**config.mk**
```make
export PLATFORM = sky130hd
export DESIGN_NAME = pointer_motion_accel_curve_flat
export DESIGN_NICKNAME = d
export VERILOG_FILES = /design/src/sv/pmac_pkg.sv /design/src/sv/pmac_in_if.sv /design/src/sv/pmac_out_if.sv /design/src/sv/pointer_motion_accel_curve.sv /design/src/sv/pmac_cfg.sv /design/src/sv/pmac_ctl.sv /design/src/sv/pmac_divsc.sv /design/src/sv/pmac_dp.sv /design/src/flat_wrapper.sv
export SDC_FILE = /design/constraint.sdc
export NUM_CORES = 2
export LEC_CHECK = 0
export BUFFER_PORTS_ARGS = -buffer_cell sky130_fd_sc_hd__buf_2
export CORE_ASPECT_RATIO = 0.75
export CORE_MARGIN = 2
export CORE_UTILIZATION = 60
export DETAILED_ROUTE_END_ITERATION = 10
export PLACE_DENSITY = 0.85
export SLEW_MARGIN = 10
export SYNTH_ARGS = -nofsm -noshare
export SYNTH_HDL_FRONTEND = slang
export SYNTH_SLANG_ARGS = --single-unit
```
**constraint.sdc**
```tcl
create_clock -name clk -period 7.9 [get_ports clk]
set_clock_uncertainty 0.2 [all_clocks]
set_input_delay 1.975 -clock clk [delete_from_list [all_inputs] [get_ports clk]]
set_output_delay 1.975 -clock clk [all_outputs]
set_load 0.1 [all_outputs]
```
**src/sv/pmac_pkg.sv**
```systemverilog
// pmac_pkg: constants, types and codes of the pointer motion acceleration curve
// used by every module of the block; depends on nothing
`default_nettype none

package pmac_pkg;

  localparam int SCALE             = 1000;
  localparam int REASONABLE_LIMIT  = 2000;
  localparam int EXTREME_LIMIT     = 10000;
  localparam int SENS_LIMIT        = 10000;
  localparam int FACTOR_LIMIT      = 5000;
  localparam int CURVE_INPUT_LIMIT = 1000;

  localparam int LIN_STEP     = 5;
  localparam int MILD_DEN     = 10;
  localparam int STRONG_SHIFT = 2;
  localparam int HALF_SCALE   = SCALE / 2;
  localparam int SANE_IN      = 100;
  localparam int SANE_OUT     = 1000;
  localparam int SAT_LIM      = 32767 * SCALE;

  localparam int D_W    = 16;
  localparam int SENS_W = 16;
  localparam int FAC_W  = 16;
  localparam int Q_W    = 15;
  localparam int MAG_W  = $clog2(REASONABLE_LIMIT + 1);
  localparam int SQ_W   = 2 * MAG_W;
  localparam int PROD_W = MAG_W + SENS_W;
  localparam int SAT_W  = $clog2(SAT_LIM + 1);
  localparam int CP_W   = Q_W + FAC_W;

  localparam int DIV_SHIFT = SAT_W;
  localparam int DIV_RECIP = (1 << DIV_SHIFT) / SCALE;
  localparam int RECIP_W   = $clog2(DIV_RECIP + 1);
  localparam int DIVP_W    = SAT_W + RECIP_W;

  localparam int TEN_SHIFT = SQ_W;
  localparam int TEN_RECIP = (1 << TEN_SHIFT) / MILD_DEN;
  localparam int TEN_W     = $clog2(TEN_RECIP + 1);
  localparam int TENP_W    = SQ_W + TEN_W;

  localparam int NSTG   = 9;
  localparam int NREG   = 4;
  localparam int ADDR_W = $clog2(NREG * 4);

  typedef logic [D_W-1:0]    d16_t;
  typedef logic [SENS_W-1:0] sens_t;
  typedef logic [FAC_W-1:0]  fac_t;
  typedef logic [Q_W-1:0]    quo_t;
  typedef logic [MAG_W-1:0]  mag_t;
  typedef logic [SQ_W-1:0]   sq_t;
  typedef logic [PROD_W-1:0] prod_t;
  typedef logic [SAT_W-1:0]  sat_t;
  typedef logic [CP_W-1:0]   cp_t;
  typedef logic [DIVP_W-1:0] divp_t;
  typedef logic [TENP_W-1:0] tenp_t;

  typedef enum logic [1:0] {
    ST_NORMAL  = 2'd0,
    ST_EXTREME = 2'd1,
    ST_PASS    = 2'd2,
    ST_CLAMP   = 2'd3
  } status_t;

  typedef enum logic [1:0] {
    MODE_LIN    = 2'd0,
    MODE_MILD   = 2'd1,
    MODE_STRONG = 2'd2,
    MODE_ALT    = 2'd3
  } mode_t;

  typedef enum logic [1:0] {
    REG_BASE_SENS = 2'd0,
    REG_ADJ_SENS  = 2'd1,
    REG_MAX_FAC   = 2'd2,
    REG_MODE      = 2'd3
  } reg_idx_t;

  typedef struct packed {
    logic  bad;
    sens_t adj;
    fac_t  max_add;
    mode_t mode;
  } cfg_t;

  typedef struct packed {
    logic [NSTG-1:0] en;
    logic [NSTG-1:0] vld;
  } pipe_t;

  typedef struct packed {
    logic    neg;
    mag_t    mag;
    status_t st;
    logic    cw;
    logic    half;
    logic    on;
    quo_t    res;
  } side_t;

endpackage

`default_nettype wire

```
**src/sv/pmac_in_if.sv**
```systemverilog
// pmac_in_if: input channel carrying one motion delta per beat
// depends on nothing
`default_nettype none

interface pmac_in_if;
  logic              valid;
  logic              ready;
  logic signed [15:0] motion_delta;

  modport source (output valid, output motion_delta, input ready);
  modport sink   (input valid, input motion_delta, output ready);
endinterface

`default_nettype wire

```
**src/sv/pmac_out_if.sv**
```systemverilog
// pmac_out_if: result channel carrying one scaled delta and status per beat
// depends on nothing
`default_nettype none

interface pmac_out_if;
  logic               valid;
  logic               ready;
  logic signed [15:0] scaled_delta;
  logic [1:0]         status;

  modport source (output valid, output scaled_delta, output status, input ready);
  modport sink   (input valid, input scaled_delta, input status, output ready);
endinterface

`default_nettype wire

```
**src/sv/pointer_motion_accel_curve.sv**
```systemverilog
// pointer_motion_accel_curve: top level of the one-axis pointer acceleration curve
// depends on pmac_pkg, pmac_in_if, pmac_out_if, pmac_cfg, pmac_ctl and pmac_dp
`default_nettype none

// Takes one signed motion delta per beat and returns one scaled delta with a
// status code, one result per input, in order. It accepts a new delta every
// clock cycle unless back-pressure has filled every stage; each result passes
// the nine register stages of the datapath: input decode, sensitivity multiply,
// two stages of divide by scale, curve factor, curve multiply, two more stages
// of divide by scale and the output register. Each stage holds its beat while
// the next stage is full and stalled, so back-pressure on the result side stalls
// nothing but the beats behind a waiting result. The user must write settings
// over the apb port while no beat is in flight; the block does not enforce it.

module pointer_motion_accel_curve (
  input  wire logic                        clk,
  input  wire logic                        rst_n,
  pmac_in_if.sink                          in_bus,
  pmac_out_if.source                       out_bus,
  input  wire logic                        psel,
  input  wire logic                        penable,
  input  wire logic                        pwrite,
  input  wire logic [pmac_pkg::ADDR_W-1:0] paddr,
  input  wire logic [31:0]                 pwdata,
  output logic [31:0]                      prdata,
  output logic                             pready
);

  pmac_pkg::cfg_t    cfg;
  pmac_pkg::pipe_t   pipe;
  pmac_pkg::d16_t    scaled;
  pmac_pkg::status_t st;

  pmac_cfg u_cfg (
    .clk     (clk),
    .rst_n   (rst_n),
    .psel    (psel),
    .penable (penable),
    .pwrite  (pwrite),
    .paddr   (paddr),
    .pwdata  (pwdata),
    .prdata  (prdata),
    .pready  (pready),
    .cfg     (cfg)
  );

  pmac_ctl u_ctl (
    .clk       (clk),
    .rst_n     (rst_n),
    .in_valid  (in_bus.valid),
    .out_ready (out_bus.ready),
    .pipe      (pipe)
  );

  pmac_dp u_dp (
    .clk          (clk),
    .pipe         (pipe),
    .cfg          (cfg),
    .motion_delta (in_bus.motion_delta),
    .scaled_delta (scaled),
    .status       (st)
  );

  assign in_bus.ready         = pipe.en[0];
  assign out_bus.valid        = pipe.vld[pmac_pkg::NSTG-1];
  assign out_bus.scaled_delta = scaled;
  assign out_bus.status       = st;

endmodule

`default_nettype wire

```
**src/sv/pmac_cfg.sv**
```systemverilog
// pmac_cfg: apb register file and the settings derived from it
// depends on pmac_pkg
`default_nettype none

module pmac_cfg (
  input  wire logic                       clk,
  input  wire logic                       rst_n,
  input  wire logic                       psel,
  input  wire logic                       penable,
  input  wire logic                       pwrite,
  input  wire logic [pmac_pkg::ADDR_W-1:0] paddr,
  input  wire logic [31:0]                pwdata,
  output logic [31:0]                     prdata,
  output logic                            pready,
  output pmac_pkg::cfg_t                  cfg
);

  pmac_pkg::sens_t      base_r;
  pmac_pkg::sens_t      adj_r;
  pmac_pkg::fac_t       maxf_r;
  pmac_pkg::mode_t      mode_r;
  pmac_pkg::reg_idx_t   idx;
  logic                 wr;
  logic [16:0]          maxf_c;

  assign pready = 1'b1;
  assign idx    = pmac_pkg::reg_idx_t'(paddr[pmac_pkg::ADDR_W-1:2]);
  assign wr     = psel & penable & pwrite;

  always_ff @(posedge clk) begin
    if (!rst_n) begin
      base_r <= pmac_pkg::sens_t'(1000);
      adj_r  <= pmac_pkg::sens_t'(1000);
      maxf_r <= pmac_pkg::fac_t'(1500);
      mode_r <= pmac_pkg::MODE_MILD;
    end else if (wr) begin
      case (idx)
        pmac_pkg::REG_BASE_SENS: base_r <= pwdata[15:0];
        pmac_pkg::REG_ADJ_SENS:  adj_r  <= pwdata[15:0];
        pmac_pkg::REG_MAX_FAC:   maxf_r <= pwdata[15:0];
        pmac_pkg::REG_MODE:      mode_r <= pmac_pkg::mode_t'(pwdata[1:0]);
        default: ;
      endcase
    end
  end

  always_comb begin
    case (idx)
      pmac_pkg::REG_BASE_SENS: prdata = {16'd0, base_r};
      pmac_pkg::REG_ADJ_SENS:  prdata = {16'd0, adj_r};
      pmac_pkg::REG_MAX_FAC:   prdata = {16'd0, maxf_r};
      pmac_pkg::REG_MODE:      prdata = {30'd0, mode_r};
      default:                 prdata = 32'd0;
    endcase
  end

  // factor cap clamped to scale..factor limit
  always_comb begin
    if (int'(maxf_r) < pmac_pkg::SCALE) begin
      maxf_c = 17'(pmac_pkg::SCALE);
    end else if (int'(maxf_r) > pmac_pkg::FACTOR_LIMIT) begin
      maxf_c = 17'(pmac_pkg::FACTOR_LIMIT);
    end else begin
      maxf_c = {1'b0, maxf_r};
    end
    cfg.bad = (base_r == '0) || (int'(base_r) > pmac_pkg::SENS_LIMIT) ||
              (adj_r == '0) || (int'(adj_r) > pmac_pkg::SENS_LIMIT);
    cfg.adj = adj_r;
    cfg.max_add = (int'(maxf_c) > pmac_pkg::SCALE) ?
                  pmac_pkg::fac_t'(maxf_c - 17'(pmac_pkg::SCALE)) : '0;
    cfg.mode = (mode_r == pmac_pkg::MODE_ALT) ? pmac_pkg::MODE_MILD : mode_r;
  end

endmodule

`default_nettype wire

```
**src/sv/pmac_ctl.sv**
```systemverilog
// pmac_ctl: valid bits and per-stage load enables of the pipeline
// depends on pmac_pkg
`default_nettype none

module pmac_ctl (
  input  wire logic      clk,
  input  wire logic      rst_n,
  input  wire logic      in_valid,
  input  wire logic      out_ready,
  output pmac_pkg::pipe_t pipe
);

  logic [pmac_pkg::NSTG-1:0] vld_r;
  logic [pmac_pkg::NSTG-1:0] vld_nxt;
  logic [pmac_pkg::NSTG-1:0] rdy;
  logic [pmac_pkg::NSTG-1:0] vin;

  // a stage loads when empty or when the one after it moves on
  always_comb begin
    rdy[pmac_pkg::NSTG-1] = !vld_r[pmac_pkg::NSTG-1] | out_ready;
    for (int k = pmac_pkg::NSTG - 2; k >= 0; k--) begin
      rdy[k] = !vld_r[k] | rdy[k+1];
    end
    vin     = {vld_r[pmac_pkg::NSTG-2:0], in_valid};
    vld_nxt = (rdy & vin) | (~rdy & vld_r);
  end

  always_ff @(posedge clk) begin
    if (!rst_n) begin
      vld_r <= '0;
    end else begin
      vld_r <= vld_nxt;
    end
  end

  assign pipe.en  = rdy;
  assign pipe.vld = vld_r;

endmodule

`default_nettype wire

```
**src/sv/pmac_divsc.sv**
```systemverilog
// pmac_divsc: two-stage divide by scale, reciprocal multiply then one correction
// depends on pmac_pkg
`default_nettype none

module pmac_divsc (
  input  wire logic           clk,
  input  wire logic           ld_a,
  input  wire logic           ld_b,
  input  wire pmac_pkg::sat_t num,
  output pmac_pkg::quo_t      quo
);

  pmac_pkg::sat_t  num_r;
  pmac_pkg::quo_t  q0_r;
  pmac_pkg::quo_t  quo_r;
  pmac_pkg::divp_t prod;
  pmac_pkg::sat_t  rem;
  pmac_pkg::quo_t  quo_nxt;

  assign prod = pmac_pkg::divp_t'(num) * pmac_pkg::divp_t'(pmac_pkg::DIV_RECIP);

  // estimate is low by at most one
  always_comb begin
    rem     = num_r - pmac_pkg::sat_t'(q0_r) * pmac_pkg::sat_t'(pmac_pkg::SCALE);
    quo_nxt = q0_r + pmac_pkg::quo_t'(int'(rem) >= pmac_pkg::SCALE);
  end

  always_ff @(posedge clk) begin
    if (ld_a) begin
      num_r <= num;
      q0_r  <= pmac_pkg::quo_t'(prod >> pmac_pkg::DIV_SHIFT);
    end
    if (ld_b) begin
      quo_r <= quo_nxt;
    end
  end

  assign quo = quo_r;

endmodule

`default_nettype wire

```
**src/sv/pmac_dp.sv**
```systemverilog
// pmac_dp: nine-stage datapath from raw delta to scaled delta and status
// depends on pmac_pkg and pmac_divsc
`default_nettype none

module pmac_dp (
  input  wire logic            clk,
  input  wire pmac_pkg::pipe_t pipe,
  input  wire pmac_pkg::cfg_t  cfg,
  input  wire pmac_pkg::d16_t  motion_delta,
  output pmac_pkg::d16_t       scaled_delta,
  output pmac_pkg::status_t    status
);

  pmac_pkg::side_t   side_r [0:pmac_pkg::NSTG-2];
  pmac_pkg::side_t   side_in [0:pmac_pkg::NSTG-2];
  pmac_pkg::side_t   side0_nxt;
  logic [16:0]       xe;
  logic [16:0]       a17;
  logic              clmp;

  pmac_pkg::prod_t   m1_r;
  pmac_pkg::sq_t     sq1_r;
  pmac_pkg::sq_t     sq2_r;
  pmac_pkg::sq_t     d0_2_r;
  pmac_pkg::sq_t     add3_r;
  pmac_pkg::fac_t    cf4_r;
  pmac_pkg::cp_t     p5_r;
  pmac_pkg::d16_t    scaled_r;
  pmac_pkg::status_t status_r;

  pmac_pkg::sat_t    m_sat;
  pmac_pkg::tenp_t   tp;
  pmac_pkg::sq_t     rem10;
  pmac_pkg::sq_t     mild;
  pmac_pkg::sq_t     add3_nxt;
  pmac_pkg::fac_t    add_c;
  logic              on_nxt;
  pmac_pkg::sat_t    p_sat;
  pmac_pkg::quo_t    q1;
  pmac_pkg::quo_t    q2;
  pmac_pkg::side_t   s7;
  pmac_pkg::quo_t    r;
  pmac_pkg::d16_t    rv;
  pmac_pkg::d16_t    mv;
  pmac_pkg::d16_t    scaled_nxt;

  // stage 0: magnitude, reject and clamp
  always_comb begin
    xe   = {motion_delta[15], motion_delta};
    a17  = motion_delta[15] ? (~xe + 17'd1) : xe;
    clmp = int'(a17) > pmac_pkg::REASONABLE_LIMIT;
    side0_nxt     = '0;
    side0_nxt.neg = motion_delta[15];
    side0_nxt.mag = clmp ? pmac_pkg::mag_t'(pmac_pkg::REASONABLE_LIMIT)
                         : pmac_pkg::mag_t'(a17);
    side0_nxt.cw  = (side0_nxt.mag > pmac_pkg::mag_t'(1)) &&
                    (int'(side0_nxt.mag) <= pmac_pkg::CURVE_INPUT_LIMIT);
    if (int'(a17) > pmac_pkg::EXTREME_LIMIT) begin
      side0_nxt.st = pmac_pkg::ST_EXTREME;
    end else if (cfg.bad) begin
      side0_nxt.st = pmac_pkg::ST_PASS;
    end else if (clmp) begin
      side0_nxt.st = pmac_pkg::ST_CLAMP;
    end else begin
      side0_nxt.st = pmac_pkg::ST_NORMAL;
    end
  end

  // stage 2: saturate product, estimate square over ten
  always_comb begin
    m_sat = (m1_r > pmac_pkg::prod_t'(pmac_pkg::SAT_LIM)) ?
            pmac_pkg::sat_t'(pmac_pkg::SAT_LIM) : pmac_pkg::sat_t'(m1_r);
    tp    = pmac_pkg::tenp_t'(sq1_r) * pmac_pkg::tenp_t'(pmac_pkg::TEN_RECIP);
  end

  // stage 3: correct square over ten, pick curve addition
  always_comb begin
    rem10 = sq2_r - d0_2_r * pmac_pkg::sq_t'(pmac_pkg::MILD_DEN);
    mild  = d0_2_r + pmac_pkg::sq_t'(int'(rem10) >= pmac_pkg::MILD_DEN);
    case (cfg.mode)
      pmac_pkg::MODE_LIN:
        add3_nxt = pmac_pkg::sq_t'(side_r[2].mag) * pmac_pkg::sq_t'(pmac_pkg::LIN_STEP);
      pmac_pkg::MODE_STRONG:
        add3_nxt = sq2_r >> pmac_pkg::STRONG_SHIFT;
      default:
        add3_nxt = mild;
    endcase
  end

  // stage 4: cap addition, form curve factor
  always_comb begin
    add_c  = (add3_r > pmac_pkg::sq_t'(cfg.max_add)) ? cfg.max_add
                                                     : pmac_pkg::fac_t'(add3_r);
    on_nxt = side_r[3].cw && (add_c != '0);
  end

  // side data entering each stage
  always_comb begin
    side_in[0] = side0_nxt;
    for (int k = 1; k < pmac_pkg::NSTG - 1; k++) begin
      side_in[k] = side_r[k-1];
    end
    side_in[2].half = int'(m1_r) >= pmac_pkg::HALF_SCALE;
    side_in[4].on   = on_nxt;
    side_in[4].res  = q1;
  end

  // stage 6: saturate curve product
  assign p_sat = (p5_r > pmac_pkg::cp_t'(pmac_pkg::SAT_LIM)) ?
                 pmac_pkg::sat_t'(pmac_pkg::SAT_LIM) : pmac_pkg::sat_t'(p5_r);

  pmac_divsc u_div_sens (
    .clk  (clk),
    .ld_a (pipe.en[2]),
    .ld_b (pipe.en[3]),
    .num  (m_sat),
    .quo  (q1)
  );

  pmac_divsc u_div_curve (
    .clk  (clk),
    .ld_a (pipe.en[6]),
    .ld_b (pipe.en[7]),
    .num  (p_sat),
    .quo  (q2)
  );

  // stage 8: minimum movement, sanity fallback, sign and status
  always_comb begin
    s7 = side_r[pmac_pkg::NSTG-2];
    r  = s7.on ? q2 : s7.res;
    if ((s7.mag != '0) && (r == '0) && s7.half) begin
      r = pmac_pkg::quo_t'(1);
    end
    if ((int'(s7.mag) <= pmac_pkg::SANE_IN) && (int'(r) > pmac_pkg::SANE_OUT)) begin
      r = pmac_pkg::quo_t'({s7.mag, 1'b0});
    end
    rv = pmac_pkg::d16_t'(r);
    mv = pmac_pkg::d16_t'(s7.mag);
    case (s7.st)
      pmac_pkg::ST_EXTREME: scaled_nxt = '0;
      pmac_pkg::ST_PASS:    scaled_nxt = s7.neg ? (16'd0 - mv) : mv;
      default:              scaled_nxt = s7.neg ? (16'd0 - rv) : rv;
    endcase
  end

  always_ff @(posedge clk) begin
    for (int k = 0; k < pmac_pkg::NSTG - 1; k++) begin
      if (pipe.en[k]) begin
        side_r[k] <= side_in[k];
      end
    end
    if (pipe.en[1]) begin
      m1_r  <= pmac_pkg::prod_t'(side_r[0].mag) * pmac_pkg::prod_t'(cfg.adj);
      sq1_r <= pmac_pkg::sq_t'(side_r[0].mag) * pmac_pkg::sq_t'(side_r[0].mag);
    end
    if (pipe.en[2]) begin
      sq2_r  <= sq1_r;
      d0_2_r <= pmac_pkg::sq_t'(tp >> pmac_pkg::TEN_SHIFT);
    end
    if (pipe.en[3]) begin
      add3_r <= add3_nxt;
    end
    if (pipe.en[4]) begin
      cf4_r <= pmac_pkg::fac_t'(pmac_pkg::SCALE) + add_c;
    end
    if (pipe.en[5]) begin
      p5_r <= pmac_pkg::cp_t'(side_r[4].res) * pmac_pkg::cp_t'(cf4_r);
    end
    if (pipe.en[pmac_pkg::NSTG-1]) begin
      scaled_r <= scaled_nxt;
      status_r <= s7.st;
    end
  end

  assign scaled_delta = scaled_r;
  assign status       = status_r;

endmodule

`default_nettype wire
```
**src/flat_wrapper.sv**
```systemverilog
// flat-port wrapper written by rule: the top's interface ports become plain ports
module pointer_motion_accel_curve_flat 
  (clk, rst_n, psel, penable, pwrite, paddr, pwdata, prdata, pready, in_bus_valid, in_bus_motion_delta, in_bus_ready, out_bus_valid, out_bus_scaled_delta, out_bus_status, out_bus_ready);
  pmac_in_if in_bus_i ();
  pmac_out_if out_bus_i ();
  input  wire logic clk;
  input  wire logic rst_n;
  input  wire logic psel;
  input  wire logic penable;
  input  wire logic pwrite;
  input  wire logic [pmac_pkg::ADDR_W-1:0] paddr;
  input  wire logic [31:0] pwdata;
  output logic [31:0] prdata;
  output logic pready;
  input wire logic [$bits(in_bus_i.valid)-1:0] in_bus_valid;
  input wire logic [$bits(in_bus_i.motion_delta)-1:0] in_bus_motion_delta;
  output wire logic [$bits(in_bus_i.ready)-1:0] in_bus_ready;
  output wire logic [$bits(out_bus_i.valid)-1:0] out_bus_valid;
  output wire logic [$bits(out_bus_i.scaled_delta)-1:0] out_bus_scaled_delta;
  output wire logic [$bits(out_bus_i.status)-1:0] out_bus_status;
  input wire logic [$bits(out_bus_i.ready)-1:0] out_bus_ready;
  assign in_bus_i.valid = in_bus_valid;
  assign in_bus_i.motion_delta = in_bus_motion_delta;
  assign in_bus_ready = in_bus_i.ready;
  assign out_bus_valid = out_bus_i.valid;
  assign out_bus_scaled_delta = out_bus_i.scaled_delta;
  assign out_bus_status = out_bus_i.status;
  assign out_bus_i.ready = out_bus_ready;
  pointer_motion_accel_curve u_core (.clk(clk), .rst_n(rst_n), .in_bus(in_bus_i), .out_bus(out_bus_i), .psel(psel), .penable(penable), .pwrite(pwrite), .paddr(paddr), .pwdata(pwdata), .prdata(prdata), .pready(pready));
endmodule
```
==> run metrics <==
port buffer count=76; Distinct cells, synth=96; Global Route Usage Sum=28.2%; clock sink count=523; Post-Synthesis Cells=6032; die height=282 um; initial antenna violation count=2; hpwl dp=116000 um; clk buf depth=3; Final Hold Viols=0; Setup crit end kind=register; vias in the first global route=46000; CTS Root Buffer Type=clkbuf_16; clock transition at the registers of the reported paths=70 ps; DR vias/cell=5.88; DRC violations left=0; dominant cell type by area after synthesis=fa_1; period utilization=98.8%; row count=101; YS warnings=0; routed len/inst=19.5 um; endpoints failing setup=0; routed vias=44400; Worst EP arrival=7980 ps; H-tree levels=2; Max-Cap Viols=0; Max FO, Critical Path=4; Post-synth top flop=edfxtp_1; fin nets=7903; most frequent CP cell=ha_1; post-synthesis async set-or-reset flop share=0%; area grow syn2layout=7.90%; CP Data Required Time=8080 ps; largest net degree at the start of global routing=65; Worst path slowest cell=or4_4; critical path's largest stage delay=550 ps; most frequent cells in the layout=inv_1, ha_1, fa_1; Post-synth EDFFs=464; top-area cell type share of the netlist area=23.5%; Post-Syn Area=61700 um^2; IO Pins=112; final instance area=66500 um^2; Avg Cell Area, Syn=10.2 um^2; share of layout cells above drive strength 1=7.15%; post-synthesis sequential area ratio=24.5%; Core Footprint=102000 um^2; synthesized flop and latch total=523; Initial Util=60.7%; routed wire length=147000 um; first-pass GRT wire length=237000 um; fillers=7371; Clock Latency Late Sink=650 ps; hold_ws=200 ps; top cells by area, synth=fa_1, edfxtp_1, ha_1; status=finished, final reports clean; Worst Max-Slew Pin Slew=1180 ps; Tmin final=7800 ps; drt initial violations=3677; commonest non-fill, non-tap cell in the layout=inv_1; Slew HR=21.1%; die area=105000 um^2; Routed Antenna Nets=0; Placed Area=64100 um^2; drt pass-1 iters=5; worst hold path type=reg2reg; FMAX=0.128 GHz; CTS Buf Count=54; Remaining Overflow, GRT=0; worst setup path class=reg2reg; DIE WIDTH=374 um; Worst Setup Start Kind=register; RD Place Congestion=0.949; unrepaired setup endpoints after global routing=yes; Max Slew Vio Count=0; CTS tree=built
-- repair_timing --
| action | CTS | global route |
|---|---|---|
| setup endpoints to repair | 22 | 42 |
| hold buffers | 0 | 0 |
| gates resized for setup | 22 | 78 |
| buffers inserted | 4 | 12 |
| pin swaps | 10 | 44 |
-- cells in the mapped netlist, types with 8 or more instances --
cell type / count
a211oi_1: 26
a21boi_0: 40
a21o_1: 85
a21oi_1: 193
a22o_1: 8
a31oi_1: 27
a41oi_1: 8
and2_1: 259
and3_1: 29
buf_4: 18
clkbuf_1: 129
dfxtp_1: 59
edfxtp_1: 464
fa_1: 723
ha_1: 953
inv_1: 1112
mux2_2: 13
mux2i_1: 46
nand2_1: 552
nand2b_1: 60
nand3_1: 103
nand4_1: 37
nor2_1: 180
nor2b_1: 49
nor3_1: 89
nor3b_1: 10
nor4_1: 35
o2111ai_1: 12
o211ai_1: 11
o21a_1: 38
o21ai_0: 143
o21ai_1: 8
o21bai_1: 16
o22ai_1: 16
o31ai_1: 18
o41ai_1: 12
or2_2: 22
or3_1: 15
xnor2_1: 183
xor2_1: 90
-- metrics by stage --
step	TNS, ps	util [%]	worst slack [ps]	std cells
floorplan	0	-	470	6056
global placement	-2900	63.0	-373	7436
detailed placement	-7260	63.0	-688	7436
CTS	-49.9	65.0	-49.9	7542
global route	-560	65.5	-140	7553
finish	0	65.5	97.0	7554
-- worst max-delay path: cells and delay by family (launching register included) --
kind	cells	cell delay (ps)
AO/OA/AOI/OAI	10	1910
buffers and inverters	3	290
AND/OR/NAND/NOR	10	1730
flip-flops	1	500
XOR/XNOR	2	200
adder cells (fa/ha/maj)	8	2710
-- flip-flops by register name, indices dropped and copies added (netlist names), 19 cells and up --
register,count
u_core.u_dp.add3_r,20
u_core.u_dp.d0_2_r,19
u_core.u_dp.m1_r,27
u_core.u_dp.p5_r,31
u_core.u_dp.side_r,184
u_core.u_dp.sq1_r,21
u_core.u_dp.sq2_r,21
u_core.u_dp.u_div_curve.num_r,25
u_core.u_dp.u_div_sens.num_r,22
-- cell families after synthesis --
logic type               synth area share (%)
AO/OA/AOI/OAI                            8.10
XOR/XNOR                                 3.88
adder cells (fa/ha/maj)                  42.8
buffers and inverters                    7.82
flip-flops                               24.5
multiplexers                             1.08
other                                  0.0122
AND/OR/NAND/NOR                          11.8
-- metal layers --
layer	up-vias	share of wire [%]	GRT usage (%)
met3	344	8.5	5.06
li1	20300	-	-
met5	-	0.018	0
met4	4	3.2	9.02
met1	21900	42	38.3
met2	1851	46	46.4
-- area by class of cell --
class	instances	area (um^2)	share of cell area, %
antenna	1	2.50	0.00376
clock buffer	62	1430	2.16
clock inverter	40	448	0.673
inverter	1112	4180	6.28
multi-input combinational	4268	42300	63.6
sequential	523	15100	22.7
tap	1339	1680	2.52
timing repair buffer	209	1380	2.08
-- final timing paths --
path                                                 start                                       end  slack, ps  cells after the start
setup / recovery  u_core.u_dp.u_div_sens.q0_r[1]$_DFFE_PN_  u_core.u_dp.u_div_sens.quo[14]$_DFFE_PN_        100                     33
hold / removal         u_core.u_dp.side_r[1][59]$_DFFE_PN_       u_core.u_dp.side_r[2][27]$_DFFE_PP_        200                      0
setup reg to reg  u_core.u_dp.u_div_sens.q0_r[1]$_DFFE_PN_  u_core.u_dp.u_div_sens.quo[14]$_DFFE_PN_        100                     33
hold reg to reg        u_core.u_dp.side_r[1][59]$_DFFE_PN_       u_core.u_dp.side_r[2][27]$_DFFE_PP_        200                      0
Power is left out: the tool's default activity adds up to more than one toggle a clock period on the data nets, which glitch-free logic cannot reach.
